[config.mk]
export PLATFORM = sky130hd
export DESIGN_NAME = tli_muldiv
export DESIGN_NICKNAME = d
export VERILOG_FILES = /design/src/tli_pkg.sv /design/src/tli_muldiv.sv
export SDC_FILE = /design/constraint.sdc
export NUM_CORES = 1
export LEC_CHECK = 0
export ABC_CLOCK_PERIOD_IN_PS = 14700
export BUFFER_PORTS_ARGS = -buffer_cell sky130_fd_sc_hd__buf_4
export CORE_MARGIN = 2
export CORE_UTILIZATION = 66
export CTS_BUF_LIST = sky130_fd_sc_hd__clkbuf_2
export CTS_CLUSTER_SIZE = 24
export DETAILED_ROUTE_END_ITERATION = 6
export GPL_TIMING_DRIVEN = 1
export PLACE_DENSITY = 0.89
export SETUP_SLACK_MARGIN = 0.15
export SLEW_MARGIN = 20
export SYNTH_ARGS = -nofsm -noshare
export SYNTH_HDL_FRONTEND = slang
export SYNTH_SLANG_ARGS = --single-unit
[constraint.sdc]
create_clock -name i_clk -period 14.7 [get_ports i_clk]
set_input_delay 1.47 -clock i_clk [delete_from_list [all_inputs] [get_ports i_clk]]
set_output_delay 1.47 -clock i_clk [all_outputs]
set_load 0.02 [all_outputs]
[src/tli_pkg.sv]
// tli_pkg: shared constants, codes and types of the table linear interpolator
// no dependencies
`timescale 1ns / 1ps
package tli_pkg;

    localparam int TABLE_DEPTH = 256;
    localparam int ADDR_W      = $clog2(TABLE_DEPTH);
    localparam int CNT_W       = ADDR_W + 1;
    localparam int VAL_W       = 32;
    localparam int MAG_W       = VAL_W + 1;
    localparam int PROD_W      = 2 * MAG_W;
    localparam int Q_W         = 41;
    localparam int SUM_W       = Q_W + 1;
    localparam int MD_CNT_W    = $clog2(PROD_W);
    localparam int MODE_W      = 2;
    localparam int OP_W        = 2;
    localparam int ST_W        = 3;

    localparam logic [OP_W-1:0] OP_CLEAR = 2'd0;
    localparam logic [OP_W-1:0] OP_LOAD  = 2'd1;
    localparam logic [OP_W-1:0] OP_QUERY = 2'd2;

    localparam logic [MODE_W-1:0] MODE_ZERO_EXT = 2'd0;
    localparam logic [MODE_W-1:0] MODE_ZERO     = 2'd1;
    localparam logic [MODE_W-1:0] MODE_CLAMP    = 2'd2;
    localparam logic [MODE_W-1:0] MODE_SPARE    = 2'd3;

    localparam logic [ST_W-1:0] ST_OK     = 3'd0;
    localparam logic [ST_W-1:0] ST_BELOW  = 3'd1;
    localparam logic [ST_W-1:0] ST_ABOVE  = 3'd2;
    localparam logic [ST_W-1:0] ST_FEW    = 3'd3;
    localparam logic [ST_W-1:0] ST_ZERO_W = 3'd4;
    localparam logic [ST_W-1:0] ST_FULL   = 3'd5;
    localparam logic [ST_W-1:0] ST_ORDER  = 3'd6;

    typedef struct packed {
        logic [VAL_W-1:0] x;
        logic [VAL_W-1:0] y;
    } t_point;

    typedef struct packed {
        logic             start;
        logic [MAG_W-1:0] mag_a;
        logic [MAG_W-1:0] mag_b;
        logic [MAG_W-1:0] divisor;
    } t_md_req;

    typedef struct packed {
        logic           done;
        logic [Q_W-1:0] quot;
    } t_md_rsp;

endpackage

[src/tli_muldiv.sv]
// tli_muldiv: shift-add multiplier followed by restoring divider, one bit a cycle
// quotient clamped to 2^40; depends on tli_pkg
`timescale 1ns / 1ps
module tli_muldiv (
    input  logic             i_clk,
    input  logic             i_rst_n,
    input  tli_pkg::t_md_req i_req,
    output tli_pkg::t_md_rsp o_rsp
);
    import tli_pkg::*;

    typedef enum logic [1:0] {MD_IDLE, MD_MUL, MD_DIV} t_md_state;

    t_md_state             r_state;
    logic [PROD_W-1:0]     r_acc;
    logic [PROD_W-1:0]     r_mcand;
    logic [MAG_W-1:0]      r_mplier;
    logic [MAG_W-1:0]      r_rem;
    logic [MAG_W-1:0]      r_div;
    logic [MD_CNT_W-1:0]   r_cnt;
    logic                  r_done;

    logic [MAG_W:0]        n_trial;
    logic                  n_fits;

    assign n_trial = {r_rem, r_acc[PROD_W-1]};
    assign n_fits  = n_trial >= {1'b0, r_div};

    always_ff @(posedge i_clk) begin
        if (!i_rst_n) begin
            r_state <= MD_IDLE;
            r_done  <= 1'b0;
        end else begin
            r_done <= 1'b0;
            unique case (r_state)
                MD_IDLE: begin
                    if (i_req.start) begin
                        r_acc    <= '0;
                        r_mcand  <= PROD_W'(i_req.mag_a);
                        r_mplier <= i_req.mag_b;
                        r_div    <= i_req.divisor;
                        r_rem    <= '0;
                        r_cnt    <= MD_CNT_W'(MAG_W - 1);
                        r_state  <= MD_MUL;
                    end
                end
                MD_MUL: begin
                    if (r_mplier[0]) begin
                        r_acc <= r_acc + r_mcand;
                    end
                    r_mcand  <= {r_mcand[PROD_W-2:0], 1'b0};
                    r_mplier <= {1'b0, r_mplier[MAG_W-1:1]};
                    if (r_cnt == '0) begin
                        r_cnt   <= MD_CNT_W'(PROD_W - 1);
                        r_state <= MD_DIV;
                    end else begin
                        r_cnt <= r_cnt - MD_CNT_W'(1);
                    end
                end
                MD_DIV: begin
                    r_rem <= n_fits ? MAG_W'(n_trial - {1'b0, r_div}) : n_trial[MAG_W-1:0];
                    r_acc <= {r_acc[PROD_W-2:0], n_fits};
                    if (r_cnt == '0) begin
                        r_done  <= 1'b1;
                        r_state <= MD_IDLE;
                    end else begin
                        r_cnt <= r_cnt - MD_CNT_W'(1);
                    end
                end
                default: r_state <= MD_IDLE;
            endcase
        end
    end

    // clamp to 2^40
    logic n_big;
    assign n_big = (|r_acc[PROD_W-1:Q_W]) || (r_acc[Q_W-1] && (|r_acc[Q_W-2:0]));

    assign o_rsp.done = r_done;
    assign o_rsp.quot = n_big ? (Q_W'(1) << (Q_W - 1)) : r_acc[Q_W-1:0];

endmodule

==> results.yml <==
detailed_routing:
  drtPass1Iterations: 5
  ant_nets: 0
  routed_via_density: 6.424
  wl_per_cell_um: 19.41
  via_count: 13708
  drt_iter0_drcs: 1358
  detail_route.wirelength_mm: 41.42
  drc: 0
critical_path:
  path_max_fanout: 23
  worst_path_max_delay_cell: "nor4_1"
  r2r.worst_path.cells: 12
  cp.required_ns: 13.23
  cp-start-kind: "register"
  worstSetupEndpointType: "output port"
  crit_path_cell_trace: "nor4_1, nand4_1, o31ai_4, buf_8, and3_1, buf_4"
  timing.setup.critical_path_class: "reg -> out"
  critical_path.max_stage_delay_ns: 0.75
  cp_data_arrival_time_ns: 3.61
sta:
  tns_ns: 0
  fin_skew_ns: 0.08683
  timing.fmax_mhz: 196.8
  post-route-period-util: 0.3457
  worst_slew_pin_slew_ns: 1.029
  final-setup-viol-count: 0
  setup_repair_after_global_routing_missed_its_margin: "no"
  finalCriticalPeriod_ns: 5.082
  pins_over_their_slew_limit: 0
  relSlewSlack: 0.3099
  hold_viol_final: 0
  fin_worst_hold_slack_ns: 0.5243
pwr:
  combinationalPowerShare: 0.236
  switching_power_uw: 563.9
  switching_share: 0.3311
  sequential_share_of_power: 0.492
  power.clock.fraction: 0.272
  worst_ir_drop_vdd_mv: 0.07458
  p_leak_nw: 7.342
  cellInternalPower_mw: 1.139
  cellPowerDensity_mw_per_mm2: 94.53
cts:
  cts-root-buf: "clkbuf_2"
  htreeDepth: 3
  ctsResizeCount: 0
  tritoncts: "done"
  cts.hold.buffers_added: 0
  cts_setup_buffers: 0
  clkSinkCount: 241
  tritoncts.num_buffers: 66
  clock_latency_at_the_later_pin_of_the_worst_skew_pair_ns: 0.88
  number_of_buffers_on_the_longest_clock_path: 3
  cts.clk_slew.worst_paths_ns: 0.09
synth:
  synth_area_leader_cell: "edfxtp_1"
  seq_area_frac_synth: 0.4471
  yosys_most_used_dff: "edfxtp_1"
  synth.ff_latch_count: 241
  synth-edff-count: 238
  asyncSetResetFlopFracSynth: 0
  syn_inst: 1629
  post_synth_num_cell_types: 74
  synthesis.yosys.warnings: 0
  syn_area_mm2: 0.01612
  synth_top_cell_area_share: 0.4433
  synth_area_per_cell_um2: 9.896
  synth_nets: 1836
  ys_top_cells_by_count: "238 x edfxtp_1, 193 x nand2_1, 142 x a21oi_1, 103 x ha_1, 96 x o21ai_0"
  synth.top_cells.by_area: "edfxtp_1 44%, ha_1 8.0%, nand2_1 4.5%, mux2_2 4.5%, a21oi_1 4.4%"
  most_frequently_used_cell_type_in_the_post_synthesis_netlist: "edfxtp_1"
die:
  die_area_mm2: 0.02569
  core_region_area_mm2: 0.02418
  floorplan.rows: 57
  floorplan.io_pins: 144
  die_w_um: 160.3
  floorplan.initialDensity: 0.6668
  floorplan.die.height_um: 160.3
placement:
  place_area_mm2: 0.01741
  gp_congestion: 1.014
  place.detailed.instances: 2023
  detailed_place_hpwl_mm: 29.53
  placement.io_buffers: 143
final_layout:
  flow.area_growth_from_synthesis_pct: 11.76
  final_design_area_no_fill_mm2: 0.01802
  num-nets-final: 1976
  post_route_cells_drive_above_1_share: 0.1897
  layout.area.seq_mm2: 0.007207
  multiInputGateArea_mm2: 0.008384
  finalNonFillerCells: 2134
  filler_cell_count: 1743
grt:
  grt_antenna_before_repair: 1
  grt_pass1_wl_mm: 66.15
  maximum_number_of_pins_on_one_net_before_global_route_repair: 86
  global_route.overflow_total: 0
  grt_pass1_vias: 13135
  grt_use_total: 0.3181
flow_run:
  maxCapViolCount: 0
min_path:
  hold_path_depth: 2
  holdCritPathClass: "reg -> reg"
run_status:
  status: "complete, no violations"
## sequential cells by signal, summed over array words and instances (netlist names)
signal    count
r_mplier     33
r_done        1
r_mcand      66
r_state       2
r_acc        66
r_rem        33
r_cnt         7
r_div        33
## area by class of cell
type,instances,area share
inverter,75,0.01563
clock inverter,19,0.006042
multi-input combinational,1231,0.4654
antenna,2,0.0002778
tap,324,0.02250
timing repair buffer,154,0.06570
sequential,241,0.4000
clock buffer,88,0.02445
## power groups by stage
stage | combinational, mW | clock (mW) | sequential, mW
4_1_cts | 0.394 | 0.474 | 0.836
5_1_grt | 0.439 | 0.506 | 0.841
6_report | 0.403 | 0.463 | 0.837
3_3_place_gp | 0.382 | 0 | 0.850
2_1_floorplan | 0.291 | 0 | 0.843
3_5_place_dp | 0.391 | 0 | 0.852
## placed cells by master (no fill, tap or decap), drive strengths merged, types with 42 or more instances in the layout
master	count
edfxtp	238
nand2	194
buf	154
a21oi	142
o21ai	107
ha	103
clkbuf	88
inv	78
nor2	65
mux2	64
and3	52
a21o	46
xnor2	46
and2	42
## path summary, 6_finish.rpt
check | slack, ns | from | end
worst max-delay path | 9.62 | r_acc[8]$_DFFE_PP_ | o_rsp[15]
worst min-delay path | 0.52 | r_state[1]$_SDFFE_PN0P_ | r_state[1]$_SDFFE_PN0P_
worst max register to register | 10.78 | r_acc[0]$_DFFE_PP_ | r_acc[58]$_DFFE_PP_
worst min register to register | 0.52 | r_state[1]$_SDFFE_PN0P_ | r_state[1]$_SDFFE_PN0P_
## per-layer routing
metal	up-vias	GRT usage	wire length (um)
met5	-	0	0
met4	0	0.1224	1242
met3	121	0.06675	3753
met2	698	0.4955	18820
met1	6509	0.4413	17600
li1	6380	-	-
## critical path, delay by kind of cell (launching register included)
family          cells  cell delay, ns
simple gates        3            1.21
compound gates      1            0.65
flops               1            0.46
buf+inv             2            0.41
## kinds of logic after synthesis
logic type      synth area share
buf+inv                  0.03749
xor+xnor                 0.04238
fa+ha+maj                0.08243
compound gates            0.1837
mux                      0.04657
simple gates              0.1604
flops                     0.4471
## through the flow
stage,power (mW),worst slack [ns],utilization
after floorplan,1.134,7.758,-
after global placement,1.231,10.49,0.7202
after detailed placement,1.242,10.35,0.7202
after CTS,1.704,9.402,0.7429
after global routing,1.786,9.580,0.7451
final,1.703,9.618,0.7452
(Power assumes the default switching activity.)
